--- config.mk ---
export PLATFORM = sky130hd
export DESIGN_NAME = iqd_prerot
export DESIGN_NICKNAME = d
export VERILOG_FILES = /design/src/iqd_pkg.sv /design/src/iqd_prerot.sv
export SDC_FILE = /design/constraint.sdc
export NUM_CORES = 1
export LEC_CHECK = 0
export BUFFER_PORTS_ARGS = -buffer_cell sky130_fd_sc_hd__buf_2
export CORE_MARGIN = 5
export CORE_UTILIZATION = 40
export CTS_CLUSTER_SIZE = 25
export DETAILED_ROUTE_END_ITERATION = 8
export GPL_TIMING_DRIVEN = 0
export PLACE_DENSITY = 0.8
export SETUP_SLACK_MARGIN = 0.02
export SYNTH_ARGS = -nofsm -noshare
export SYNTH_HDL_FRONTEND = slang
export SYNTH_SLANG_ARGS = --single-unit
--- constraint.sdc ---
create_clock -name clk_i -period 1.8 [get_ports clk_i]
set_clock_uncertainty 0.05 [all_clocks]
set_input_delay 0 -clock clk_i [delete_from_list [all_inputs] [get_ports clk_i]]
set_output_delay 0 -clock clk_i [all_outputs]
set_load 0.02 [all_outputs]
--- src/iqd_pkg.sv ---
// Shared types, constants and the arctangent table of the I/Q discriminator.
// No dependencies; imported by all RTL modules of the block.
package iqd_pkg;

  // Default sizing handed to the top-level parameters, and the arctangent table depth
  localparam int unsigned SAMPLE_WIDTH_DEF  = 16;
  localparam int unsigned CORDIC_STAGES_DEF = 16;
  localparam int unsigned ATAN_DEPTH        = 24;

  // Fixed-point formats
  localparam int unsigned GUARD_BITS   = 8;
  localparam int unsigned ANGLE_WIDTH  = 32;
  localparam int unsigned PHASE_WIDTH  = 16;
  localparam int unsigned DEMOD_WIDTH  = 16;
  localparam int unsigned GAIN_WIDTH   = 16;
  localparam int unsigned CFG_DATA_W   = 16;

  localparam logic [ANGLE_WIDTH-1:0] ANGLE_PI     = 32'h8000_0000;
  localparam logic [ANGLE_WIDTH-1:0] PHASE_ROUND  = 32'h0000_8000;
  localparam logic [15:0]            MAG_GAIN_Q16 = 16'd39797;
  localparam logic [GAIN_WIDTH-1:0]  GAIN_RESET   = 16'd10923;

  // Register indexes of the configuration port
  typedef enum logic {
    CFG_DEMOD_MODE     = 1'b0,
    CFG_DEVIATION_GAIN = 1'b1
  } cfg_index_e;

  typedef enum logic {
    MODE_FM = 1'b0,
    MODE_AM = 1'b1
  } demod_mode_e;

  // Configuration as seen by the back end
  typedef struct packed {
    demod_mode_e                 mode;
    logic [GAIN_WIDTH-1:0]       gain;
  } cfg_t;

  // atan(2^-i) as a 32-bit binary angle
  function automatic logic [ANGLE_WIDTH-1:0] atan_angle(input logic [4:0] idx);
    logic [ANGLE_WIDTH-1:0] a;
    unique case (idx)
      5'd0:    a = 32'h2000_0000;
      5'd1:    a = 32'h12E4_051E;
      5'd2:    a = 32'h09FB_385B;
      5'd3:    a = 32'h0511_11D4;
      5'd4:    a = 32'h028B_0D43;
      5'd5:    a = 32'h0145_D7E1;
      5'd6:    a = 32'h00A2_F61E;
      5'd7:    a = 32'h0051_7C55;
      5'd8:    a = 32'h0028_BE53;
      5'd9:    a = 32'h0014_5F2F;
      5'd10:   a = 32'h000A_2F98;
      5'd11:   a = 32'h0005_17CC;
      5'd12:   a = 32'h0002_8BE6;
      5'd13:   a = 32'h0001_45F3;
      5'd14:   a = 32'h0000_A2FA;
      5'd15:   a = 32'h0000_517D;
      5'd16:   a = 32'h0000_28BE;
      5'd17:   a = 32'h0000_145F;
      5'd18:   a = 32'h0000_0A30;
      5'd19:   a = 32'h0000_0518;
      5'd20:   a = 32'h0000_028C;
      5'd21:   a = 32'h0000_0146;
      5'd22:   a = 32'h0000_00A3;
      5'd23:   a = 32'h0000_0051;
      default: a = '0;
    endcase
    return a;
  endfunction

endpackage

--- src/iqd_prerot.sv ---
// Input stage: scales the sample into the CORDIC format and folds the left
// half plane onto the right one. Depends on iqd_pkg.
module iqd_prerot import iqd_pkg::*; #(
  parameter int unsigned SAMPLE_WIDTH = SAMPLE_WIDTH_DEF,
  parameter int unsigned XY_WIDTH     = SAMPLE_WIDTH_DEF + GUARD_BITS + 3
) (
  input  logic                       clk_i,
  input  logic                       rst_ni,
  input  logic                       valid_i,
  output logic                       ready_o,
  input  logic [SAMPLE_WIDTH-1:0]    sample_i_i,
  input  logic [SAMPLE_WIDTH-1:0]    sample_q_i,
  output logic                       valid_o,
  input  logic                       ready_i,
  output logic signed [XY_WIDTH-1:0] x_o,
  output logic signed [XY_WIDTH-1:0] y_o,
  output logic [ANGLE_WIDTH-1:0]     z_o
);

  localparam int unsigned EXT_BITS = XY_WIDTH - SAMPLE_WIDTH - GUARD_BITS;

  logic signed [XY_WIDTH-1:0] x_ext, y_ext;
  logic signed [XY_WIDTH-1:0] x_d, x_q, y_d, y_q;
  logic [ANGLE_WIDTH-1:0]     z_d, z_q;
  logic                       valid_q;
  logic                       en;

  assign en      = ~valid_q | ready_i;
  assign ready_o = en;

  // Sign extend and scale by the guard bits
  assign x_ext = {{EXT_BITS{sample_i_i[SAMPLE_WIDTH-1]}}, sample_i_i, {GUARD_BITS{1'b0}}};
  assign y_ext = {{EXT_BITS{sample_q_i[SAMPLE_WIDTH-1]}}, sample_q_i, {GUARD_BITS{1'b0}}};

  // Negative I: rotate by pi first
  always_comb begin
    if (x_ext[XY_WIDTH-1]) begin
      x_d = -x_ext;
      y_d = -y_ext;
      z_d = ANGLE_PI;
    end else begin
      x_d = x_ext;
      y_d = y_ext;
      z_d = '0;
    end
  end

  always_ff @(posedge clk_i or negedge rst_ni) begin
    if (!rst_ni) begin
      valid_q <= 1'b0;
    end else if (en) begin
      valid_q <= valid_i;
    end
  end

  always_ff @(posedge clk_i) begin
    if (en && valid_i) begin
      x_q <= x_d;
      y_q <= y_d;
      z_q <= z_d;
    end
  end

  assign valid_o = valid_q;
  assign x_o     = x_q;
  assign y_o     = y_q;
  assign z_o     = z_q;

endmodule

Word level (Yosys, flattened, before mapping). Index checks and enable logic that the tools add are counted.

Bits in registers: 87. Output and inout bits: 88. Word-level logic and storage cells: 14.

Add/subtract/negate cells: 2. Multiplexer cells: 3. Bitwise logic cells: 2. Reductions and logical operators: 1.

Operators with widths (count): $neg A24 Y27 (2); $mux W32 (1); $mux W27 (1); $mux W23 (1); $logic_and A1 B1 Y1 (1); $not A1 Y1 (1); $or A1 B1 Y1 (1).

Depth between registers and ports, before layout.
Word-level depth: 3. Depth in mapped cells: 6. Mapped depth without buffers: 6.

Least setup slack after synthesis. OpenSTA, ideal clock, no wires.

Path type: flip-flop to flip-flop. Start: reg valid_q, in the netlist valid_o. End: reg x_q[10], in the netlist x_o[10], enable pin. Arrival: 1691 ps. Data required time: 1350 ps. Path slack: -341 ps. Stages on the path, launching flop included: 3. Period minus slack after synthesis: 2141 ps. Cell sequence: dfrtp_1 > nand2b_1 > and2_1.

Longest elaborated chain between the ends: 3.

RTL lines: start: declaration (line iqd_prerot.sv:25) `logic valid_q;`; start signal: assignment (line iqd_prerot.sv:52) `valid_q <= valid_i;`; $not A1 Y1 (line iqd_prerot.sv:28) `assign en = ~valid_q | ready_i;`; $or A1 B1 Y1 (line iqd_prerot.sv:28); net ready_o (line iqd_prerot.sv:10) `output logic ready_o,`; $logic_and A1 B1 Y1 (line iqd_prerot.sv:57) `if (en && valid_i) begin`; end signal: assignment (line iqd_prerot.sv:58) `x_q <= x_d;`; end: declaration (line iqd_prerot.sv:23) `logic signed [XY_WIDTH-1:0] x_d, x_q, y_d, y_q;`.

The timed path passes the listed nets, and every way through them passes these cells. A chain may end at the register's enable or synchronous reset.

Worst setup path in the final report.
Start: in sample_i_i[4]. End: reg x_q[20], in the netlist x_o[20] (data pin).

Longest elaborated chain between the ends: 2.

RTL lines: start: declaration (line iqd_prerot.sv:11) `input logic [SAMPLE_WIDTH-1:0] sample_i_i,`; $neg A24 Y27 (line iqd_prerot.sv:38) `x_d = -x_ext;`; $mux W23 (line iqd_prerot.sv:37) `if (x_ext[XY_WIDTH-1]) begin`; net x_d[20] (line iqd_prerot.sv:23).

The timed path passes the listed nets, and every way through them passes these cells.

==> impl_metrics.json <==
{
  "dr_total_vias": 1796,
  "clock_latency_ns": 0.29,
  "dieHeight_um": 84.4,
  "finalHoldViolCount": 0,
  "dp_cells": 386,
  "crit_chain": "dlygate4sd3_1 -> buf_2 -> nor4_1 -> nand2_1 -> o41ai_1 -> xnor2_1",
  "dp_hpwl_um": 3600,
  "rsz0062_at_grt": "yes",
  "crit_slowest_cell": "dlygate4sd3_1",
  "ys_seq_area_frac": 0.540,
  "dieArea_um2": 7130,
  "finalWorstPathRequiredPeriod_ns": 1.75,
  "cpPeakStageDelay_ns": 0.54,
  "async_reset_ff_frac": 0.0250,
  "avgSynthCellArea_um2": 11.7,
  "htree_levels": 2,
  "fillCellCount": 398,
  "synth.most_common_cell": "buf_4",
  "post_drt_via_cell_ratio": 4.27,
  "critPathArrivalTime_ns": 1.74,
  "yosys_warnings": 0,
  "yosys.area.top_type_share": 0.529,
  "cp_max_fo": 5,
  "wl_per_cell_um": 12.6,
  "p_int_mw": 1.76,
  "place_congestion": 0.799,
  "power_mw": 2.43,
  "synthToLayoutAreaGrowth_pct": 48.1,
  "first_global_vias": 1825,
  "cts_buffers": 5,
  "final.setup.tns_ns": 0,
  "crit_type": "in -> reg",
  "initial_core_util": 0.407,
  "outcome": "completed",
  "grt_overflow": 0,
  "grt_max_degree": 40,
  "clock_path_buffers": 2,
  "relSlewSlack": 0.625,
  "required_ns": 1.79,
  "cts_tree": "yes",
  "synthCells": 189,
  "crit_family": "buffers and inverters",
  "synthTopCellsByArea": "edfxtp_1 53%, buf_4 16%, xnor2_1 11%",
  "finalWorstSetupSlack_ns": 0.0485,
  "synth_edf_count": 39,
  "firstDrtPassIters": 4,
  "ys_seq_elements": 40,
  "p_comb_frac": 0.241,
  "rows": 27,
  "clockRootBuffer": "clkbuf_8",
  "hp-class": "in -> reg",
  "antenna_found_initial": 0,
  "slew_violations": 0,
  "p_seq_frac": 0.463,
  "synthFlopType": "edfxtp_1",
  "endpoint_kind": "flop",
  "post-route-drc-count": 0,
  "pin_count": 124,
  "tightest_slew_ns": 0.563,
  "antenna_left": 0,
  "diodes": 0,
  "grt_pass1_wl_um": 8130,
  "p_leak_nw": 1.49,
  "powerDensity_nw_per_um2": 740,
  "fin_nets": 386,
  "drive_above_1_share": 0.398,
  "setup_viol": 0,
  "core_area_um2": 5440,
  "fmax_mhz": 571,
  "dpl_worst_slack_ns": 0.00513,
  "drt_wl_total_um": 5310,
  "clock_sinks": 40,
  "crit_buf_inv": 2,
  "post-route-period-util": 0.973,
  "die_w_um": 84.4,
  "synth.largest_area_cell": "edfxtp_1",
  "clk_pin_slew_ns": 0.08,
  "startpoint_type": "input port",
  "whs_ns": 0.00826,
  "drtIter0Drc": 102,
  "power_switching_uw": 667,
  "drv_cap": 0,
  "irDropWorstVdd_mv": 0.460,
  "yosysUniqueCellTypes": 25,
  "synth_common_cells": "47 x buf_4, 39 x edfxtp_1, 27 x xnor2_1",
  "layoutNonFillerInstCount": 421,
  "grt_util_all_layers": 0.141,
  "clockPowerShare": 0.296,
  "switching_share": 0.275,
  "syn_area_um2": 2210,
  "portBuffers": 76
}
final cells by class:
| class | instances | area, um2 | area share |
|---|---|---|---|
| Clock inverter | 2 | 35.0 | 0.0107 |
| Tap cell | 72 | 90.1 | 0.0275 |
| Multi-Input combinational cell | 144 | 857 | 0.261 |
| Clock buffer | 6 | 72.6 | 0.0221 |
| Buffer | 50 | 364 | 0.111 |
| Inverter | 4 | 15.0 | 0.00458 |
| Sequential cell | 40 | 1200 | 0.365 |
| Timing Repair Buffer | 103 | 651 | 0.198 |
placed cells by master (no fill, tap or decap), types with 5 or more instances in the layout:
| cell type | n |
|---|---|
| clkbuf_8 | 5 |
| nand2b_1 | 6 |
| conb_1 | 50 |
| o21ai_0 | 10 |
| buf_4 | 47 |
| buf_2 | 76 |
| xnor2_1 | 27 |
| o31ai_1 | 5 |
| nand2_1 | 17 |
| edfxtp_1 | 39 |
| dlygate4sd3_1 | 27 |
through the flow:
| stage | utilization | area, um2 |
|---|---|---|
| after global placement | 0.528 | 2870 |
| after floorplan | - | 2400 |
| after detailed placement | 0.528 | 2870 |
| final | 0.603 | 3280 |
| after global routing | 0.603 | 3280 |
| after CTS | 0.597 | 3250 |
worst register-to-register path: cells and delay by family (launching register included):
kind	cells	cell delay, ns
simple gates	2	0.60
flops	1	0.38
path summary, 6_finish.rpt:
check | startpoint | end | slack, ns | cells after the start
max | sample_i_i[4] | x_o[20] | 0.05 | 6
min | sample_i_i[2] | x_o[10] | 0.008 | 2
max reg2reg | valid_o | z_o[31] | 0.40 | 2
min reg2reg | valid_o | y_o[13] | 0.93 | 2
max in group asynchronous | rst_ni | valid_o | 1.10 | 3
min in group asynchronous | rst_ni | valid_o | 0.49 | 3
cells by family (layout without fill, tap and decap cells):
family | after synthesis | in the layout | synth area share
xor+xnor | 27 | 27 | 0.107
buf+inv | 54 | 165 | 0.171
flops | 40 | 40 | 0.540
simple gates | 43 | 43 | 0.102
compound gates | 22 | 22 | 0.0667
other cells | 1 | 50 | 0.00169
fa+ha+maj | 2 | 2 | 0.0113
power groups by stage:
| stage | Combinational (mW) | Clock, mW | Sequential [mW] |
|---|---|---|---|
| global route | 0.631 | 0.773 | 1.13 |
| detailed placement | 0.521 | 0 | 1.14 |
| global placement | 0.512 | 0 | 1.14 |
| finish | 0.586 | 0.719 | 1.12 |
| CTS | 0.568 | 0.714 | 1.12 |
| floorplan | 0.289 | 0 | 1.23 |
what timing repair did:
| action | CTS | global route |
|---|---|---|
| endpoints found under the hold margin | 25 | 0 |
| endpoints found under the setup margin | 0 | 43 |
| hold buffers | 27 | 0 |
| setup buffers | 0 | 0 |
| gates resized for setup | 0 | 6 |
layer usage:
metal	track usage	wire length, um	vias up
li1	-	-	879
met2	0.234	2570	111
met3	0.0451	534	14
met1	0.165	2060	792
met4	0.0662	138	0
met5	0	0	-
state kept, by name, summed over array words and instances (netlist names):
register,count
x_o,19
y_o,19
valid_o,1
z_o,1
Power figures use the tool's default switching activity.
