===== config.mk =====
export PLATFORM = sky130hd
export DESIGN_NAME = iqd_post
export DESIGN_NICKNAME = d
export VERILOG_FILES = /design/src/iqd_pkg.sv /design/src/iqd_post.sv
export SDC_FILE = /design/constraint.sdc
export NUM_CORES = 1
export LEC_CHECK = 0
export BUFFER_PORTS_ARGS = -buffer_cell sky130_fd_sc_hd__buf_2
export CELL_PAD_IN_SITES_DETAIL_PLACEMENT = 1
export CELL_PAD_IN_SITES_GLOBAL_PLACEMENT = 2
export CORE_MARGIN = 3
export CORE_UTILIZATION = 43
export CTS_BUF_LIST = sky130_fd_sc_hd__clkbuf_8
export CTS_CLUSTER_SIZE = 28
export DETAILED_ROUTE_END_ITERATION = 8
export GPL_ROUTABILITY_DRIVEN = 0
export PLACE_DENSITY_LB_ADDON = 0.1
export SLEW_MARGIN = 20
export SYNTH_ARGS = -nofsm -noshare
export SYNTH_HDL_FRONTEND = slang
export SYNTH_SLANG_ARGS = --single-unit

===== constraint.sdc =====
create_clock -name clk_i -period 7.1 [get_ports clk_i]
set_clock_uncertainty 0.1 [all_clocks]
set_input_delay 0.355 -clock clk_i [delete_from_list [all_inputs] [get_ports clk_i]]
set_output_delay 0.355 -clock clk_i [all_outputs]
set_load 0.005 [all_outputs]

===== src/iqd_pkg.sv =====
// Shared types, constants and the arctangent table of the I/Q discriminator.
// No dependencies; imported by all RTL modules of the block.
package iqd_pkg;

  // Default sizing handed to the top-level parameters, and the arctangent table depth
  localparam int unsigned SAMPLE_WIDTH_DEF  = 16;
  localparam int unsigned CORDIC_STAGES_DEF = 16;
  localparam int unsigned ATAN_DEPTH        = 24;

  // Fixed-point formats
  localparam int unsigned GUARD_BITS   = 8;
  localparam int unsigned ANGLE_WIDTH  = 32;
  localparam int unsigned PHASE_WIDTH  = 16;
  localparam int unsigned DEMOD_WIDTH  = 16;
  localparam int unsigned GAIN_WIDTH   = 16;
  localparam int unsigned CFG_DATA_W   = 16;

  localparam logic [ANGLE_WIDTH-1:0] ANGLE_PI     = 32'h8000_0000;
  localparam logic [ANGLE_WIDTH-1:0] PHASE_ROUND  = 32'h0000_8000;
  localparam logic [15:0]            MAG_GAIN_Q16 = 16'd39797;
  localparam logic [GAIN_WIDTH-1:0]  GAIN_RESET   = 16'd10923;

  // Register indexes of the configuration port
  typedef enum logic {
    CFG_DEMOD_MODE     = 1'b0,
    CFG_DEVIATION_GAIN = 1'b1
  } cfg_index_e;

  typedef enum logic {
    MODE_FM = 1'b0,
    MODE_AM = 1'b1
  } demod_mode_e;

  // Configuration as seen by the back end
  typedef struct packed {
    demod_mode_e                 mode;
    logic [GAIN_WIDTH-1:0]       gain;
  } cfg_t;

  // atan(2^-i) as a 32-bit binary angle
  function automatic logic [ANGLE_WIDTH-1:0] atan_angle(input logic [4:0] idx);
    logic [ANGLE_WIDTH-1:0] a;
    unique case (idx)
      5'd0:    a = 32'h2000_0000;
      5'd1:    a = 32'h12E4_051E;
      5'd2:    a = 32'h09FB_385B;
      5'd3:    a = 32'h0511_11D4;
      5'd4:    a = 32'h028B_0D43;
      5'd5:    a = 32'h0145_D7E1;
      5'd6:    a = 32'h00A2_F61E;
      5'd7:    a = 32'h0051_7C55;
      5'd8:    a = 32'h0028_BE53;
      5'd9:    a = 32'h0014_5F2F;
      5'd10:   a = 32'h000A_2F98;
      5'd11:   a = 32'h0005_17CC;
      5'd12:   a = 32'h0002_8BE6;
      5'd13:   a = 32'h0001_45F3;
      5'd14:   a = 32'h0000_A2FA;
      5'd15:   a = 32'h0000_517D;
      5'd16:   a = 32'h0000_28BE;
      5'd17:   a = 32'h0000_145F;
      5'd18:   a = 32'h0000_0A30;
      5'd19:   a = 32'h0000_0518;
      5'd20:   a = 32'h0000_028C;
      5'd21:   a = 32'h0000_0146;
      5'd22:   a = 32'h0000_00A3;
      5'd23:   a = 32'h0000_0051;
      default: a = '0;
    endcase
    return a;
  endfunction

endpackage


===== src/iqd_post.sv =====
// Back end: phase differencing, gain and magnitude multipliers, saturation
// and the output register. Depends on iqd_pkg.
module iqd_post import iqd_pkg::*; #(
  parameter int unsigned XY_WIDTH = SAMPLE_WIDTH_DEF + GUARD_BITS + 3
) (
  input  logic                       clk_i,
  input  logic                       rst_ni,
  input  cfg_t                       cfg_i,
  input  logic                       valid_i,
  output logic                       ready_o,
  input  logic signed [XY_WIDTH-1:0] x_i,
  input  logic [ANGLE_WIDTH-1:0]     z_i,
  output logic                       valid_o,
  input  logic                       ready_i,
  output logic [DEMOD_WIDTH-1:0]     data_o
);

  localparam int unsigned MAG_WIDTH  = XY_WIDTH - 1;
  localparam int unsigned AMP_WIDTH  = MAG_WIDTH + 16;
  localparam int unsigned FMP_WIDTH  = PHASE_WIDTH + GAIN_WIDTH + 1;
  localparam logic signed [FMP_WIDTH-1:0] FM_MAX = FMP_WIDTH'(32767);
  localparam logic signed [FMP_WIDTH-1:0] FM_MIN = -FMP_WIDTH'(32768);
  localparam logic [63:0] AM_ROUND = 64'd1 << (15 + GUARD_BITS);
  localparam logic [63:0] AM_MAX   = 64'd32767;

  // Stage 1: phase and wrapped difference
  logic                          v1_q, en1;
  demod_mode_e                   mode1_q;
  logic [PHASE_WIDTH-1:0]        delta1_d, delta1_q;
  logic [MAG_WIDTH-1:0]          mag1_d, mag1_q;
  logic [ANGLE_WIDTH-1:0]        z_rnd;
  logic [PHASE_WIDTH-1:0]        phase, prev_d, prev_q;

  // Stage 2: products
  logic                          v2_q, en2;
  demod_mode_e                   mode2_q;
  logic signed [FMP_WIDTH-1:0]   fm_prod_d, fm_prod_q;
  logic [AMP_WIDTH-1:0]          am_prod_d, am_prod_q;

  // Stage 3: output register
  logic                          v3_q, en3;
  logic signed [FMP_WIDTH-1:0]   fm_shift;
  logic [63:0]                   am_sum, am_mag;
  logic [DEMOD_WIDTH-1:0]        data_d, data_q;

  assign en3     = ~v3_q | ready_i;
  assign en2     = ~v2_q | en3;
  assign en1     = ~v1_q | en2;
  assign ready_o = en1;

  // Phase rounded to 16 bits; difference wraps modulo 2^16
  assign z_rnd    = z_i + PHASE_ROUND;
  assign phase    = z_rnd[ANGLE_WIDTH-1:ANGLE_WIDTH-PHASE_WIDTH];
  assign delta1_d = phase - prev_q;
  assign mag1_d   = x_i[XY_WIDTH-1] ? '0 : x_i[MAG_WIDTH-1:0];

  // Stored phase advances only on FM samples
  always_comb begin
    prev_d = prev_q;
    if (en1 && valid_i && (cfg_i.mode == MODE_FM)) begin
      prev_d = phase;
    end
  end

  // Multipliers
  assign fm_prod_d = $signed({{(FMP_WIDTH-PHASE_WIDTH){delta1_q[PHASE_WIDTH-1]}}, delta1_q})
                   * $signed({{(FMP_WIDTH-GAIN_WIDTH){1'b0}}, cfg_i.gain});
  assign am_prod_d = AMP_WIDTH'(mag1_q) * AMP_WIDTH'(MAG_GAIN_Q16);

  // Shift, round the AM magnitude and saturate
  assign fm_shift = fm_prod_q >>> 16;
  assign am_sum   = 64'(am_prod_q) + AM_ROUND;
  assign am_mag   = am_sum >> (16 + GUARD_BITS);

  always_comb begin
    if (mode2_q == MODE_AM) begin
      data_d = (am_mag > AM_MAX) ? DEMOD_WIDTH'(AM_MAX) : am_mag[DEMOD_WIDTH-1:0];
    end else if (fm_shift > FM_MAX) begin
      data_d = FM_MAX[DEMOD_WIDTH-1:0];
    end else if (fm_shift < FM_MIN) begin
      data_d = FM_MIN[DEMOD_WIDTH-1:0];
    end else begin
      data_d = fm_shift[DEMOD_WIDTH-1:0];
    end
  end

  // Control state
  always_ff @(posedge clk_i or negedge rst_ni) begin
    if (!rst_ni) begin
      v1_q   <= 1'b0;
      v2_q   <= 1'b0;
      v3_q   <= 1'b0;
      prev_q <= '0;
    end else begin
      prev_q <= prev_d;
      if (en1) v1_q <= valid_i;
      if (en2) v2_q <= v1_q;
      if (en3) v3_q <= v2_q;
    end
  end

  // Payload
  always_ff @(posedge clk_i) begin
    if (en1 && valid_i) begin
      mode1_q  <= cfg_i.mode;
      delta1_q <= delta1_d;
      mag1_q   <= mag1_d;
    end
    if (en2 && v1_q) begin
      mode2_q   <= mode1_q;
      fm_prod_q <= fm_prod_d;
      am_prod_q <= am_prod_d;
    end
    if (en3 && v2_q) begin
      data_q <= data_d;
    end
  end

  assign valid_o = v3_q;
  assign data_o  = data_q;

endmodule


**Word-level counts from Yosys, hierarchy flattened**

Cells that the tools add are included.

- Add/subtract/negate cells: 3
- $mul: 2
- Order comparisons: 3
- Muxes and demuxes: 4
- Bitwise logic cells: 7
- Reduce and logical (&&, ||, !) cells: 4

Operators with widths:

| operator | count |
|---|---|
| 16-bit two-way mux | 4 |
| 42-bit by 24-bit adder with 43-bit output (second input constant) | 1 |
| 26-bit by 16-bit multiplier with 42-bit output (second input constant) | 1 |
| 16-bit by 17-bit multiplier with 33-bit output | 1 |
| 32-bit by 16-bit adder with 32-bit output (second input constant) | 1 |
| 19-bit by 15-bit > comparator with 1-bit output (second input constant) | 1 |
| 17-bit by 16-bit > comparator with 1-bit output (second input constant) | 1 |
| 17-bit by 16-bit less-than comparator with 1-bit output (second input constant) | 1 |
| 16-bit subtractor | 1 |
| 1-bit logical AND | 4 |
| 1-bit NOT | 4 |
| 1-bit OR | 3 |

- Bits in registers: 154
- Input bits: 80
- Logic and storage cells: 34

**Logic depth before layout (Yosys ltp)**

- Word-level depth: 6
- Gate-level depth with buffers: 22
- Depth with buffers taken out: 21

**Worst setup path after synthesis**

Ideal clock, no wire load.

- Path kind: register to register
- Start point: reg delta1_q[7]
- End point: reg fm_prod_q[29] (data pin)
- Library setup time: 0.258 ns
- Arrival: 5.621 ns
- Required time: 6.742 ns
- Setup slack: 1.121 ns
- Stages on the path, launching flop included: 23
- Path buffers: 1
- Period minus slack after synthesis: 5.979 ns
- Cell sequence: edfxtp_1 clkbuf_1 nand2_1 fa_1 inv_1 fa_1 inv_1 fa_1 inv_1 fa_1 fa_1 inv_1 fa_1 inv_1 ha_1 nand2_1 o31ai_1 a21oi_1 a211oi_1 o21bai_1 o21ai_0 a21oi_1 xnor2_1

- Cells in the longest elaborated chain, start to end: 1

RTL lines:

| element | RTL line | source |
|---|---|---|
| start, declared | iqd_post.sv:29 | `logic [PHASE_WIDTH-1:0] delta1_d, delta1_q;` |
| start signal, assigned | iqd_post.sv:106 | `delta1_q <= delta1_d;` |
| 16-bit by 17-bit multiplier with 33-bit output | iqd_post.sv:67 | `* $signed({{(FMP_WIDTH-GAIN_WIDTH){1'b0}}, cfg_i.gain});` |
| via fm_prod_d[29] | iqd_post.sv:37 | `logic signed [FMP_WIDTH-1:0] fm_prod_d, fm_prod_q;` |
| end signal, assigned | iqd_post.sv:111 | `fm_prod_q <= fm_prod_d;` |
| end, declared | iqd_post.sv:37 |  |

The timed path passes the listed nets, and every way through them passes these cells.
A chain may end at the register's enable or synchronous reset.

**Worst setup path in the final report**

- Start point: reg delta1_q[3]
- End point: reg fm_prod_q[29] (data pin)

The elaborated chain is that of the path after synthesis.

==> metrics.yaml <==
status: "complete, no violations"
min_path_cells: 3
route.detailed.drc: 0
utilization: 0.4726
ioPinCount: 98
max_slew_margin: 0.4004
cts_buffer_depth: 2
drive_above_1_share: 0.07440
hp-class: "primary input to flip-flop"
crit_type: "flip-flop to flip-flop"
die_area_um2: 51520
cts_num_sinks: 115
viasPerCell: 5.093
vias: 14290
drtPass1Iterations: 4
grt_pass1_vias: 15980
dp_slack_ps: 450.8
syn_avg_cell_area_um2: 10.07
cts-buffers-inserted: 17
antenna_found_initial: 0
synth-edff-count: 96
tightest_slew_ps: 899.4
setup_viol: 0
rsz0062_at_grt: "no"
root_buffer: "clkbuf_8"
grt_usage: 0.2118
syn_area_um2: 21000
setup_slack_ps: 445.4
start_kind: "flip-flop"
synth.distinct_cells: 58
drv_slew: 0
syn_nets: 2839
crit_arrival_ps: 6790
drv_cap: 0
path_clk_slew_ps: 80
synthCells: 2085
layout_worst_path_cycle_share: 0.9373
ant_nets: 0
die_h_um: 227.0
fmax_mhz: 150.3
portBuffers: 82
use_met1: 0.2995
initial_core_util: 0.4380
required_ps: 7230
ys_seq_area_frac: 0.1599
core_um2: 47950
post-dp-hpwl_mm: 42.56
ys_ff_latch: 115
wire_per_inst_um: 18.26
grt_start_max_net_pins: 45
use_met2: 0.3599
synth_ff_type: "edfxtp_1"
ys_warn_count: 0
met3_usage: 0.02076
reg2reg_depth: 20
final_nets: 2932
critPathCaptureType: "flip-flop"
final_common_cell: "inv_1"
clk_latency_ps: 490
wirelength_mm: 51.23
h-tree-depth: 4
die-width_um: 227.0
setup_tns_ps: 0
finalHoldViolCount: 0
layout_common_cells: "500 x inv_1, 376 x fa_1, 298 x ha_1"
insertedDiodeCount: 0
ys_async_sr_fraction: 0.1652
fin_crit_ps: 6655
std_cell_rows: 80
grt_pass1_wl_mm: 84.44
syn2layout_area_growth_pct: 7.901
ctsResizeCount: 0
path_max_fanout: 16
cts_tree: "yes"
busiest_layer: "met2"
grt_overflow: 0
drtIter0Drc: 499
[stage by stage]
step	hold slack [ps]	instances	instance area (µm²)
floorplan	-40.59	2085	21000
global placement	242.2	2763	22200
detailed placement	244.5	2763	22200
CTS	18.39	2798	22600
global route	35.59	2806	22660
finish	60.72	2806	22660
[worst max-delay path, stage by stage, from the launching register on]
cell	delay [ps]
edfxtp_1	920
nand2_1	150
fa_1	490
fa_1	510
fa_1	520
inv_1	50
fa_1	510
fa_1	500
inv_1	50
fa_1	470
inv_1	40
ha_1	320
nor3_1	80
o31ai_1	390
a21oi_1	120
a211oi_1	280
buf_4	190
o21bai_1	120
o21ai_0	300
a21oi_1	130
xnor2_1	140
[Yosys cell counts (all sizes together), types with 2 or more instances]
| cell | n | area share |
|---|---|---|
| inv | 501 | 0.090 |
| fa | 376 | 0.36 |
| ha | 298 | 0.18 |
| nand2 | 166 | 0.030 |
| and2 | 124 | 0.037 |
| edfxtp | 96 | 0.14 |
| a21oi | 89 | 0.021 |
| nor2 | 62 | 0.011 |
| xnor2 | 49 | 0.020 |
| clkbuf | 40 | 0.0071 |
| nor2b | 35 | 0.010 |
| xor2 | 28 | 0.012 |
| o21ai | 26 | 0.0062 |
| a21o | 23 | 0.0082 |
| nand3 | 21 | 0.0050 |
| dfrtp | 19 | 0.023 |
| nand2b | 17 | 0.0051 |
| nand4 | 16 | 0.0048 |
| o21bai | 12 | 0.0043 |
| and3 | 10 | 0.0030 |
| a211oi | 8 | 0.0033 |
| o21a | 8 | 0.0029 |
| nor3 | 7 | 0.0017 |
| o211ai | 5 | 0.0018 |
| o31ai | 4 | 0.0014 |
| a211o | 3 | 0.0013 |
| a31o | 3 | 0.0013 |
| a31oi | 3 | 0.0012 |
| buf | 3 | 0.00060 |
| or2 | 3 | 0.00089 |
| a2111oi | 2 | 0.00083 |
| a221oi | 2 | 0.00083 |
| a311oi | 2 | 0.00083 |
| and4 | 2 | 0.00083 |
| nor3b | 2 | 0.00071 |
| o2111ai | 2 | 0.00083 |
| o21ba | 2 | 0.00095 |
| o311ai | 2 | 0.0012 |
| or3 | 2 | 0.00060 |
[final cells by class]
| type | count | area, µm² |
|---|---|---|
| fill | 5326 | 25290 |
| tap | 615 | 769.5 |
| multi-input combinational | 1426 | 15600 |
| sequential | 115 | 3358 |
| clock inverter | 15 | 131.4 |
| clock buffer | 17 | 234.0 |
| timing repair buffer | 117 | 680.7 |
| inverter | 501 | 1881 |
[metal layers]
metal | vias to the layer above | wire length, µm
li1 | 6666 | -
met1 | 7456 | 24720
met2 | 139 | 24840
met3 | 30 | 1098
met4 | 0 | 565
met5 | - | 0
[state kept, by name, indices dropped and copies added (netlist names)]
name and cells:
am_prod_q 19, data_o 16, delta1_q 16, fm_prod_q 17
mag1_q 26, mode1_q 1, mode2_q 1, prev_q 16
v1_q 1, v2_q 1, valid_o 1
[path summary, 6_finish.rpt]
check / from / endpoint / slack [ps]
min reg2reg: mode1_q / mode2_q / 330
min: ready_i / valid_o / 60
max reg2reg: delta1_q[3] / fm_prod_q[29] / 450
max in group asynchronous: rst_ni / prev_q[2] / 6320
max: delta1_q[3] / fm_prod_q[29] / 450
min in group asynchronous: rst_ni / valid_o / 250
[repair_timing]
item	CTS	global route
endpoints found under the setup margin	0	1
setup buffers	0	8
hold buffers	3	0
endpoints found under the hold margin	21	0
[cell families after synthesis]
| group | Yosys count | share of synthesized area |
|---|---|---|
| adders and majority gates | 674 | 0.5360 |
| and+or+nand+nor | 470 | 0.1117 |
| DFF | 115 | 0.1599 |
| xor gates and xnor gates | 77 | 0.03212 |
| AOI/OAI and AO/OA | 205 | 0.06298 |
| buffers and inverters | 544 | 0.09730 |
Power is not shown: default switching activity piles up to over one toggle a cycle in this logic, so the estimate is an artifact.
