File: src/iqd_pkg.sv
// Shared types, constants and the arctangent table of the I/Q discriminator.
// No dependencies; imported by all RTL modules of the block.
package iqd_pkg;

  // Default sizing handed to the top-level parameters, and the arctangent table depth
  localparam int unsigned SAMPLE_WIDTH_DEF  = 16;
  localparam int unsigned CORDIC_STAGES_DEF = 16;
  localparam int unsigned ATAN_DEPTH        = 24;

  // Fixed-point formats
  localparam int unsigned GUARD_BITS   = 8;
  localparam int unsigned ANGLE_WIDTH  = 32;
  localparam int unsigned PHASE_WIDTH  = 16;
  localparam int unsigned DEMOD_WIDTH  = 16;
  localparam int unsigned GAIN_WIDTH   = 16;
  localparam int unsigned CFG_DATA_W   = 16;

  localparam logic [ANGLE_WIDTH-1:0] ANGLE_PI     = 32'h8000_0000;
  localparam logic [ANGLE_WIDTH-1:0] PHASE_ROUND  = 32'h0000_8000;
  localparam logic [15:0]            MAG_GAIN_Q16 = 16'd39797;
  localparam logic [GAIN_WIDTH-1:0]  GAIN_RESET   = 16'd10923;

  // Register indexes of the configuration port
  typedef enum logic {
    CFG_DEMOD_MODE     = 1'b0,
    CFG_DEVIATION_GAIN = 1'b1
  } cfg_index_e;

  typedef enum logic {
    MODE_FM = 1'b0,
    MODE_AM = 1'b1
  } demod_mode_e;

  // Configuration as seen by the back end
  typedef struct packed {
    demod_mode_e                 mode;
    logic [GAIN_WIDTH-1:0]       gain;
  } cfg_t;

  // atan(2^-i) as a 32-bit binary angle
  function automatic logic [ANGLE_WIDTH-1:0] atan_angle(input logic [4:0] idx);
    logic [ANGLE_WIDTH-1:0] a;
    unique case (idx)
      5'd0:    a = 32'h2000_0000;
      5'd1:    a = 32'h12E4_051E;
      5'd2:    a = 32'h09FB_385B;
      5'd3:    a = 32'h0511_11D4;
      5'd4:    a = 32'h028B_0D43;
      5'd5:    a = 32'h0145_D7E1;
      5'd6:    a = 32'h00A2_F61E;
      5'd7:    a = 32'h0051_7C55;
      5'd8:    a = 32'h0028_BE53;
      5'd9:    a = 32'h0014_5F2F;
      5'd10:   a = 32'h000A_2F98;
      5'd11:   a = 32'h0005_17CC;
      5'd12:   a = 32'h0002_8BE6;
      5'd13:   a = 32'h0001_45F3;
      5'd14:   a = 32'h0000_A2FA;
      5'd15:   a = 32'h0000_517D;
      5'd16:   a = 32'h0000_28BE;
      5'd17:   a = 32'h0000_145F;
      5'd18:   a = 32'h0000_0A30;
      5'd19:   a = 32'h0000_0518;
      5'd20:   a = 32'h0000_028C;
      5'd21:   a = 32'h0000_0146;
      5'd22:   a = 32'h0000_00A3;
      5'd23:   a = 32'h0000_0051;
      default: a = '0;
    endcase
    return a;
  endfunction

endpackage

File: src/iqd_cordic_stage.sv
// One registered vectoring CORDIC micro-rotation toward y = 0.
// Depends on iqd_pkg for the arctangent table.
module iqd_cordic_stage import iqd_pkg::*; #(
  parameter int unsigned STAGE    = 0,
  parameter int unsigned XY_WIDTH = SAMPLE_WIDTH_DEF + GUARD_BITS + 3
) (
  input  logic                       clk_i,
  input  logic                       rst_ni,
  input  logic                       valid_i,
  output logic                       ready_o,
  input  logic signed [XY_WIDTH-1:0] x_i,
  input  logic signed [XY_WIDTH-1:0] y_i,
  input  logic [ANGLE_WIDTH-1:0]     z_i,
  output logic                       valid_o,
  input  logic                       ready_i,
  output logic signed [XY_WIDTH-1:0] x_o,
  output logic signed [XY_WIDTH-1:0] y_o,
  output logic [ANGLE_WIDTH-1:0]     z_o
);

  localparam logic [ANGLE_WIDTH-1:0] ATAN_STEP = atan_angle(5'(STAGE));

  logic signed [XY_WIDTH-1:0] xs, ys;
  logic signed [XY_WIDTH-1:0] x_d, x_q, y_d, y_q;
  logic [ANGLE_WIDTH-1:0]     z_d, z_q;
  logic                       valid_q;
  logic                       en;

  assign en      = ~valid_q | ready_i;
  assign ready_o = en;

  assign xs = x_i >>> STAGE;
  assign ys = y_i >>> STAGE;

  // Rotate direction follows the sign of y
  always_comb begin
    if (!y_i[XY_WIDTH-1]) begin
      x_d = x_i + ys;
      y_d = y_i - xs;
      z_d = z_i + ATAN_STEP;
    end else begin
      x_d = x_i - ys;
      y_d = y_i + xs;
      z_d = z_i - ATAN_STEP;
    end
  end

  always_ff @(posedge clk_i or negedge rst_ni) begin
    if (!rst_ni) begin
      valid_q <= 1'b0;
    end else if (en) begin
      valid_q <= valid_i;
    end
  end

  always_ff @(posedge clk_i) begin
    if (en && valid_i) begin
      x_q <= x_d;
      y_q <= y_d;
      z_q <= z_d;
    end
  end

  assign valid_o = valid_q;
  assign x_o     = x_q;
  assign y_o     = y_q;
  assign z_o     = z_q;

endmodule

File: config.mk
export PLATFORM = sky130hd
export DESIGN_NAME = iqd_cordic_stage
export DESIGN_NICKNAME = d
export VERILOG_FILES = /design/src/iqd_pkg.sv /design/src/iqd_cordic_stage.sv
export SDC_FILE = /design/constraint.sdc
export NUM_CORES = 1
export LEC_CHECK = 0
export BUFFER_PORTS_ARGS = -buffer_cell sky130_fd_sc_hd__buf_2
export CAP_MARGIN = 5
export CORE_MARGIN = 2
export CORE_UTILIZATION = 28
export CTS_BUF_LIST = sky130_fd_sc_hd__clkbuf_4 sky130_fd_sc_hd__clkbuf_8 sky130_fd_sc_hd__clkbuf_16
export DETAILED_ROUTE_END_ITERATION = 8
export SLEW_MARGIN = 20
export SYNTH_ARGS = -nofsm -noshare
export SYNTH_HDL_FRONTEND = slang
export SYNTH_SLANG_ARGS = --single-unit
File: constraint.sdc
create_clock -name clk_i -period 4.1 [get_ports clk_i]
set_input_delay 0.205 -clock clk_i [delete_from_list [all_inputs] [get_ports clk_i]]
set_output_delay 0.205 -clock clk_i [all_outputs]
set_load 0.02 [all_outputs]
After elaboration in Yosys (flattened, before gate mapping)
Index checks and enable logic that the tools add are counted.
{"block": "word_totals", "regBits": 87, "in_bits": 90, "word_cells": 15}
{"block": "op_classes", "add_sub_neg": 5, "n_mux": 3, "n_bitwise": 2, "reduce_logical": 1}
{"op": "$mux 27", "n": 2}
{"op": "$sub 27x27->27", "n": 2}
{"op": "$add 32x30->32 const B", "n": 1}
{"op": "$mux 32", "n": 1}
{"op": "$sub 32x30->32 const B", "n": 1}
{"op": "$add 27x27->27", "n": 1}
{"op": "$logic_and 1x1->1", "n": 1}
{"op": "$not 1->1", "n": 1}
{"op": "$or 1x1->1", "n": 1}

Depth between registers and ports, before layout
Gate-level depths: netlist (run 1).
{"block": "depth", "ltp_word": 3, "depth_mapped": 11, "ltp_nobuf": 11}

Least setup slack after synthesis (run 1)
OpenSTA, ideal clock, no wires.
{"block": "synth_path", "kind": "register to register", "from": "reg valid_q (netlist: valid_o)", "to": "reg x_q[10] (netlist: x_o[10]), enable pin", "setup_time_ns": 0.453, "arrival_ns": 2.722, "slack_ns": 0.926, "path_stages_with_launch": 3, "n_path_buf": 0, "synth_period_minus_slack_ns": 3.174, "path_cell_list": "dfrtp_1 nand2b_1 and2_1"}
{"block": "synth_between", "elab_chain_len": 3}
{"element": "start, declared", "line": "iqd_cordic_stage.sv:26", "text": "logic valid_q;"}
{"element": "start signal, assigned", "line": "iqd_cordic_stage.sv:52", "text": "valid_q <= valid_i;"}
{"element": "$not 1->1", "line": "iqd_cordic_stage.sv:29", "text": "assign en = ~valid_q | ready_i;"}
{"element": "$or 1x1->1", "line": "iqd_cordic_stage.sv:29"}
{"element": "named net ready_o", "line": "iqd_cordic_stage.sv:10", "text": "output logic ready_o,"}
{"element": "$logic_and 1x1->1", "line": "iqd_cordic_stage.sv:57", "text": "if (en && valid_i) begin"}
{"element": "end signal, assigned", "line": "iqd_cordic_stage.sv:58", "text": "x_q <= x_d;"}
{"element": "end, declared", "line": "iqd_cordic_stage.sv:24", "text": "logic signed [XY_WIDTH-1:0] x_d, x_q, y_d, y_q;"}
The timed path passes the listed nets, and every way through them passes these cells.
A chain may end at the register's enable or synchronous reset.

Final worst setup path (run 1)
{"block": "layout_path", "from": "in x_i[10]", "to": "reg y_q[21] (netlist: y_o[21]), data pin"}
{"block": "layout_between", "elab_chain_len": 2}
{"element": "start, declared", "line": "iqd_cordic_stage.sv:11", "text": "input logic signed [XY_WIDTH-1:0] x_i,"}
{"element": "$sub 27x27->27 or $add 27x27->27 (tied branches)", "line": "iqd_cordic_stage.sv:39, iqd_cordic_stage.sv:43"}
{"element": "$mux 27 *", "line": "iqd_cordic_stage.sv:37", "text": "if (!y_i[XY_WIDTH-1]) begin"}
{"element": "named net y_d[21]", "line": "iqd_cordic_stage.sv:24"}
{"element": "end signal, assigned", "line": "iqd_cordic_stage.sv:59", "text": "y_q <= y_d;"}
{"element": "end, declared", "line": "iqd_cordic_stage.sv:24"}
Mark *: on every way through the listed nets, which the timed path passes. The rest lies on a longest branch.

==> results of run 1 <==
how the worst min path moves through the flow:
stage                               end  slack, ps  depth (start not counted)
floorplan           valid_o$_DFFE_PN0N_        -90                          0
global placement    valid_o$_DFFE_PN0N_        -20                          1
finish                z_o[20]$_DFFE_PP_         40                          1
CTS                   z_o[20]$_DFFE_PP_         20                          1
global route          z_o[20]$_DFFE_PP_         20                          1
detailed placement  valid_o$_DFFE_PN0N_        -20                          1
routing by layer:
metal,share of wire,wire length [um],GRT usage
met1,0.47,10500,0.228
met2,0.44,9700,0.241
met3,0.072,1600,0.0234
met4,0.018,398,0.0435
met5,0,0,0
worst register-to-register path, cell delays in order, from the launching register on:
cell      delay (ps)
dfrtp_1          380
nand2b_1         110
and2_4           720
buf_4            470
power breakdown:
part	internal (mW)	switching, mW
Sequential	1.09	0.0218
Combinational	0.365	0.673
Clock	0.515	0.341
Total	1.97	1.04
synthesized netlist by cell type (3+ instances only):
| master | number |
|---|---|
| nand2b_1 | 6 |
| a211oi_1 | 4 |
| or2_2 | 4 |
| o21ai_2 | 3 |
| inv_1 | 79 |
| xor2_1 | 8 |
| nand3_1 | 17 |
| and2_1 | 5 |
| o31ai_1 | 9 |
| a21o_1 | 23 |
| or3_1 | 5 |
| xnor2_1 | 43 |
| a211o_1 | 5 |
| buf_4 | 4 |
| o21ai_1 | 4 |
| a31oi_1 | 11 |
| a21oi_1 | 83 |
| ha_1 | 78 |
| nand2_1 | 51 |
| nor4_1 | 4 |
| nor3_1 | 18 |
| fa_1 | 4 |
| nor2_1 | 60 |
| buf_1 | 4 |
| nand3b_1 | 4 |
| nor2b_1 | 11 |
| a221oi_2 | 3 |
| o21bai_1 | 11 |
| edfxtp_1 | 85 |
| clkbuf_1 | 12 |
| mux2i_1 | 11 |
| o21ai_0 | 51 |
| o211ai_1 | 7 |
| and3_1 | 5 |
| buf_6 | 3 |
| buf_2 | 12 |
| nand4_1 | 6 |
| o41ai_2 | 3 |
through the flow:
step                      power (mW)  worst slack (ps)
after detailed placement        2.16              1120
after global placement          2.15              1130
final                           3.01              1420
after floorplan                 1.83               926
after CTS                       3.03              1490
after global routing            3.16              1250
layout make-up:
cell class / count / area share
clock buffer: 12 / 0.0295
clock inverter: 4 / 0.00596
inverter: 80 / 0.0341
multi-input combinational: 599 / 0.485
sequential: 86 / 0.292
tap: 335 / 0.0475
timing repair buffer: 183 / 0.106
sequential cells by signal, summed over array words and instances, names as in the netlist:
| name | flops |
|---|---|
| valid_o | 1 |
| x_o | 26 |
| y_o | 27 |
| z_o | 32 |
logic make-up after synthesis:
family / after synthesis / share of synthesized area
xor+xnor: 51 / 0.0609
mux: 11 / 0.0150
compound gates: 251 / 0.227
fa+ha+maj: 82 / 0.144
simple gates: 204 / 0.135
buf+inv: 115 / 0.0660
flops: 86 / 0.351
timing repair:
action / in CTS / in global routing
endpoints found under the hold margin: 1 / 0
hold buffers: 1 / 0
gates resized for setup: 0 / 0
setup buffers: 0 / 0
==> results_tabular.tex, run 1 <==
\begin{tabular}{lr}
\hline
Metric & Value \\
\hline
\multicolumn{2}{l}{\textbf{STA}} \\
\quad Final Hold Viols & 0 \\
\quad Endpoints failing setup & 0 \\
\quad Final setup skew & 14.0 ps \\
\quad Worst hold slack across all endpoints & 41.1 ps \\
\quad Minimum clock period & 2680 ps \\
\quad Setup\_tns & 0 ps \\
\quad Normalized max-slew margin & 0.403 \\
\quad Highest clock frequency the design can meet & 373 MHz \\
\quad Setup repair after global routing missed its margin & false \\
\quad Final Cycle Share & 0.653 \\
\quad Transition time at the pin with the least slew margin & 895 ps \\
\quad Max-slew violations & 0 \\
\multicolumn{2}{l}{\textbf{Worst setup path}} \\
\quad WP buf/inv & 2 \\
\quad Critical Path Source Type & input port \\
\quad Worst R2R Setup Slack & 2090 ps \\
\quad Critical Path RT & 4160 ps \\
\quad Critical path depth & 11 \\
\quad Classification of the worst setup path & input port to flop \\
\quad Setup crit end & y\_o[21]\$\_DFFE\_PP\_ \\
\quad Critical path arrival & 2740 ps \\
\quad Maximum single-stage delay on the critical path & 510 ps \\
\quad Cell breakdown of the critical path & buf\_2 -> inv\_1 -> ha\_1 -> nor4\_4 -> o21ai\_0 -> a31oi\_1 -> a211oi\_2 -> a21oi\_1 -> or2\_2 -> mux2i\_1 -> xor2\_1 \\
\quad Origin of the critical flop-to-flop path & valid\_o\$\_DFFE\_PN0N\_ \\
\quad R2r worst-path depth & 3 \\
\quad Reg-to-Reg End & z\_o[22]\$\_DFFE\_PP\_ \\
\quad Startpoint of the most critical setup path & x\_i[10] \\
\quad Largest fanout on the critical path & 12 \\
\quad Kind of cell with the highest combined delay on the critical path & compound AO/OA/AOI/OAI gates \\
\quad Cell at the slowest stage of the critical path & ha\_1 \\
\quad Category of the worst setup path capture point & flop \\
\multicolumn{2}{l}{\textbf{Min path}} \\
\quad Min-delay worst type & input port to flop \\
\quad Worst Hold Launch & z\_i[20] \\
\multicolumn{2}{l}{\textbf{Power and ir drop}} \\
\quad Total power per unit cell area & 341 mW/mm\^{}2 \\
\quad Worst voltage drop across the vdd grid & 0.205 mV \\
\quad Leakage power summed over all cells & 3.90 nW \\
\multicolumn{2}{l}{\textbf{Logic synthesis}} \\
\quad Count of flip-flops with a built-in enable after synthesis & 85 \\
\quad Number of synthesized register bits & 86 \\
\quad Library cells used by synthesis & 74 \\
\quad Sequential element share of the synthesized area & 0.351 \\
\quad Share of the synthesized area in the top cell type & 0.348 \\
\quad Dominant cell type by area after synthesis & edfxtp\_1 \\
\quad Post-Syn Area & 0.00733 mm\^{}2 \\
\quad Synth Instances & 800 \\
\quad Synthesized area divided by synthesized cell count & 9.17 um\^{}2 \\
\quad Synthesized netlist net count & 972 \\
\quad Number of warnings reported in the yosys synthesis log & 0 \\
\quad Most area-consuming cells after synthesis & edfxtp\_1, ha\_1, a21oi\_1 \\
\quad Most used DFF post-synth & edfxtp\_1 \\
\quad Proportion of synthesized flip-flops having asynchronous set or reset & 0.0116 \\
\multicolumn{2}{l}{\textbf{Clocking}} \\
\quad Clock tree from TritonCTS & done \\
\quad Number of levels in the clock H-tree & 3 \\
\quad Maximum buffer depth of the clock tree & 2 \\
\quad Clock transition at the register clock pins on the worst setup and hold paths after CTS & 70 ps \\
\quad Number of buffers created by CTS & 9 \\
\quad Clock root buffer & clkbuf\_16 \\
\quad Clock network latency to the later pin of the worst-skew pair & 330 ps \\
\quad Number of sinks on the clock net & 86 \\
\multicolumn{2}{l}{\textbf{Route}} \\
\quad Final antenna-violating net count & 0 \\
\quad DRC viols & 0 \\
\quad DR iter-0 viols & 555 \\
\quad Total number of vias & 6505 \\
\quad Detailed-route vias per instance & 5.01 \\
\quad Length of the first detailed-routing pass in iterations & 5 \\
\quad Post-detailed-route wirelength per cell & 17.1 um \\
\quad Sum of routed wire length over all layers & 22200 um \\
\multicolumn{2}{l}{\textbf{Floorplanning}} \\
\quad Floorplan die area & 0.0275 mm\^{}2 \\
\quad I/O pin count & 178 \\
\quad Row cnt & 59 \\
\quad Width of the chip & 166 um \\
\quad Initial cell density of the core & 0.283 \\
\quad Chip Height & 166 um \\
\quad Total core area & 0.0259 mm\^{}2 \\
\multicolumn{2}{l}{\textbf{Final layout}} \\
\quad Area taken by multi-input logic gates & 0.00427 mm\^{}2 \\
\quad Share of cells above drive strength 1 & 0.239 \\
\quad Layout Area Growth over Synthesis & 20.2\% \\
\quad Cell area after layout & 0.00882 mm\^{}2 \\
\quad Filler instances & 2729 \\
\quad Antenna Diode Count & 0 \\
\quad Fin nets & 1131 \\
\quad Leading cell type in the layout, fill and taps excluded & buf\_2 \\
\quad Count of non-filler cells in the finished layout & 1299 \\
\quad Leading cell types in the layout, fill and taps excluded & buf\_2, edfxtp\_1, a21oi\_1 \\
\quad Core occupancy in the finished layout & 0.340 \\
\quad Register cell area after layout & 0.00258 mm\^{}2 \\
\multicolumn{2}{l}{\textbf{Global routing}} \\
\quad Total GRT Usage & 0.156 \\
\quad Initial antenna violation count & 1 \\
\quad Number of global-route vias before repair & 6267 \\
\quad First-pass GRT wire length & 34600 um \\
\quad Gr ovfl total & 0 \\
\quad Largest net degree at the start of global routing & 74 \\
\multicolumn{2}{l}{\textbf{Placement}} \\
\quad Detailed Place HPWL & 18000 um \\
\quad Area of placed instances & 0.00849 mm\^{}2 \\
\quad Instance count after placement with tap cells included & 1282 \\
\quad Number of buffers added on ports & 177 \\
\quad Routability Congestion & 0.968 \\
\multicolumn{2}{l}{\textbf{Run status}} \\
\quad Status & completed \\
\multicolumn{2}{l}{\textbf{Job}} \\
\quad Max-cap violation count & 0 \\
\hline
\end{tabular}
Power figures use the tool's default switching activity.
==> run 2: changes to the inputs <==
clock period = 2.3 ns   (was 4.1 ns; I/O delays follow)
==> results_tabular.tex, run 2 (synthesis results as in run 1) <==
\begin{tabular}{lr}
\hline
Metric & Value \\
\hline
\multicolumn{2}{l}{\textbf{Run status}} \\
\quad Status & completed \\
\multicolumn{2}{l}{\textbf{Clocking}} \\
\quad Clock transition at the register clock pins on the worst setup and hold paths after CTS & 60 ps (about the same) \\
\quad Number of sinks on the clock net & 86 (unchanged) \\
\quad Clock tree from TritonCTS & done \\
\quad Clock network latency to the later pin of the worst-skew pair & 330 ps (about the same) \\
\quad Clock root buffer & clkbuf\_16 \\
\quad Number of levels in the clock H-tree & 3 (unchanged) \\
\quad Maximum buffer depth of the clock tree & 2 (unchanged) \\
\quad Number of buffers created by CTS & 9 (unchanged) \\
\multicolumn{2}{l}{\textbf{Power and ir drop}} \\
\quad Part of the power in combinational logic & 0.412 (+0.067) \\
\quad Total power per unit cell area & 531 mW/mm\^{}2 (+56\%) \\
\quad Internal power component & 3.71 mW (+88\%) \\
\quad Worst voltage drop across the vdd grid & 0.290 mV (+42\%) \\
\quad Register share of total power & 0.351 (-0.019) \\
\quad Leakage power summed over all cells & 4.91 nW (+26\%) \\
\quad Switching power as a share of total power & 0.342 (-0.00209) \\
\quad Clk pwr share & 0.237 (-0.048) \\
\quad Final total power & 5.64 mW (+88\%) \\
\quad Reported net switching power & 1.93 mW (+87\%) \\
\multicolumn{2}{l}{\textbf{Floorplanning}} \\
\quad Total core area & 0.0259 mm\^{}2 (unchanged) \\
\quad Chip Height & 166 um (unchanged) \\
\quad Floorplan die area & 0.0275 mm\^{}2 (unchanged) \\
\quad Width of the chip & 166 um (unchanged) \\
\quad I/O pin count & 178 (unchanged) \\
\quad Initial cell density of the core & 0.283 (unchanged) \\
\quad Row cnt & 59 (unchanged) \\
\multicolumn{2}{l}{\textbf{STA}} \\
\quad Setup repair after global routing missed its margin & true \\
\quad Normalized max-slew margin & 0.661 (+0.257) \\
\quad Max-slew violations & 0 (unchanged) \\
\quad Final Hold Viols & 0 (unchanged) \\
\quad Final Cycle Share & 0.960 \\
\quad Minimum clock period & 2210 ps \\
\quad Highest clock frequency the design can meet & 453 MHz \\
\quad Setup\_tns & 0 ps (unchanged) \\
\quad Final setup skew & 4.60 ps (-9.37 ps) \\
\quad Endpoints failing setup & 0 (unchanged) \\
\quad Transition time at the pin with the least slew margin & 504 ps (-390 ps) \\
\multicolumn{2}{l}{\textbf{Final layout}} \\
\quad Layout Area Growth over Synthesis & 45.0\% \\
\quad Leading cell type in the layout, fill and taps excluded & buf\_4 \\
\quad Fin nets & 1345 (+19\%) \\
\quad Leading cell types in the layout, fill and taps excluded & buf\_4, buf\_2, edfxtp\_1 \\
\quad Cell area after layout & 0.0106 mm\^{}2 (+21\%) \\
\quad Antenna Diode Count & 0 (unchanged) \\
\quad Filler instances & 2574 (-5.7\%) \\
\quad Number of flip-flops in the largest register & 32 (unchanged) \\
\quad Share of cells above drive strength 1 & 0.373 (+0.134) \\
\multicolumn{2}{l}{\textbf{Route}} \\
\quad Detailed-route vias per instance & 4.73 (-5.6\%) \\
\quad Final antenna-violating net count & 0 (unchanged) \\
\quad Total number of vias & 7153 (+10\%) \\
\quad DR iter-0 viols & 522 (-5.9\%) \\
\quad Sum of routed wire length over all layers & 23900 um (+7.5\%) \\
\quad DRC viols & 0 (unchanged) \\
\quad Post-detailed-route wirelength per cell & 15.8 um (-7.7\%) \\
\quad Length of the first detailed-routing pass in iterations & 5 (unchanged) \\
\multicolumn{2}{l}{\textbf{Worst setup path}} \\
\quad Critical path arrival & 2290 ps (-450 ps) \\
\quad Cell breakdown of the critical path & buf\_2 -> ha\_2 -> fa\_2 -> nor2b\_4 -> o21ai\_2 -> a311oi\_2 -> o31a\_1 -> o21a\_4 -> a221oi\_4 -> o21ai\_2 -> xnor2\_1 \\
\quad Maximum single-stage delay on the critical path & 350 ps (-160 ps) \\
\quad Cell at the slowest stage of the critical path & fa\_2 \\
\quad Largest fanout on the critical path & 7 (-5) \\
\quad Classification of the worst setup path & input port to flop \\
\quad Critical Path Source Type & input port \\
\quad Critical Path RT & 2380 ps (-1780 ps) \\
\quad Library cell appearing most often on the critical path & o21ai\_2 \\
\quad Category of the worst setup path capture point & flop \\
\multicolumn{2}{l}{\textbf{Global routing}} \\
\quad Initial antenna violation count & 0 (-1) \\
\quad Largest net degree at the start of global routing & 35 (-53\%) \\
\quad Number of global-route vias before repair & 6957 (+11\%) \\
\quad Gr ovfl total & 0 (unchanged) \\
\quad First-pass GRT wire length & 37300 um (+7.9\%) \\
\quad Total GRT Usage & 0.168 (+0.0114) \\
\multicolumn{2}{l}{\textbf{Placement}} \\
\quad Detailed Place HPWL & 19800 um (+10\%) \\
\quad Number of buffers added on ports & 177 (unchanged) \\
\quad Area of placed instances & 0.00990 mm\^{}2 (+17\%) \\
\quad Routability Congestion & 0.940 (-2.9\%) \\
\multicolumn{2}{l}{\textbf{Min path}} \\
\quad Min-delay worst type & input port to flop \\
\multicolumn{2}{l}{\textbf{Job}} \\
\quad Max-cap violation count & 0 (unchanged) \\
\hline
\end{tabular}
run 2: cell count changes in the layout (fill, tap and decap cells not counted), moves of 3 or more:
cell,change
o21ai_2,+5
buf_4,+183
ha_1,-6
a21oi_1,-3
dlygate4sd3_1,+29
ha_2,+3
ha_4,+3
o21ai_0,-6
run 2: layer usage:
| metal | global-route usage | wire length (um) | vias to the layer above |
|---|---|---|---|
| li1 | - | - | 3599 |
| met1 | 0.243 | 11700 | 3307 |
| met2 | 0.264 | 10500 | 227 |
| met3 | 0.0214 | 1290 | 20 |
| met4 | 0.0420 | 344 | 0 |
| met5 | 0 | 0 | - |
run 2: worst paths after layout:
check,from,endpoint,slack [ps],depth (start not counted)
hold reg to reg,valid_o$_DFFE_PN0N_,valid_o$_DFFE_PN0N_,560,2
hold / removal,valid_i,valid_o$_DFFE_PN0N_,10,2
max in group asynchronous,rst_ni,valid_o$_DFFE_PN0N_,2140,2
min in group asynchronous,rst_ni,valid_o$_DFFE_PN0N_,80,2
setup / recovery,x_i[0],x_o[20]$_DFFE_PP_,90,11
setup reg to reg,valid_o$_DFFE_PN0N_,z_o[19]$_DFFE_PP_,800,3
run 2: critical path: cells and delay by family:
| family | cells | cell delay, ps |
|---|---|---|
| XOR/XNOR | 1 | 130 |
| AO/OA/AOI/OAI | 6 | 1240 |
| AND/OR/NAND/NOR | 1 | 140 |
| adder cells (fa/ha/maj) | 2 | 540 |
| buffers and inverters | 1 | 110 |
run 2: cell type report:
type                       instances  area [um^2]  area share
clock buffer                      10          233      0.0219
clock inverter                     6         37.5     0.00353
inverter                          80          300      0.0282
multi-input combinational        599         4430       0.417
sequential                        86         2580       0.242
tap                              335          419      0.0394
timing repair buffer             397         2640       0.248
run 2: through the flow:
| stage | setup WS (ps) | utilization | hold slack (ps) | instances |
|---|---|---|---|---|
| floorplan | 7.37 | - | -181 | 800 |
| global placement | -332 | 0.382 | -110 | 1465 |
| detailed placement | -386 | 0.382 | -108 | 1465 |
| CTS | 2.60 | 0.404 | 0.916 | 1511 |
| global route | -17.4 | 0.410 | 19.3 | 1513 |
| finish | 91.2 | 0.410 | 13.8 | 1513 |
run 2: what timing repair did:
item | CTS | global route
hold endpoints to repair | 30 | 0
gates cloned | 0 | 0
hold buffers | 30 | 0
resized for setup | 1 | 36
setup buffers | 0 | 2
endpoints found under the setup margin | 1 | 22
pin swaps | 0 | 16
run 2: power by group through the flow:
stage	logic [mW]	registers (mW)	clock network, mW
after global routing	2.52	2.00	1.45
after floorplan	1.07	2.20	0
after CTS	2.26	1.98	1.39
after detailed placement	2.21	2.02	0
final	2.32	1.98	1.34
after global placement	2.19	2.02	0
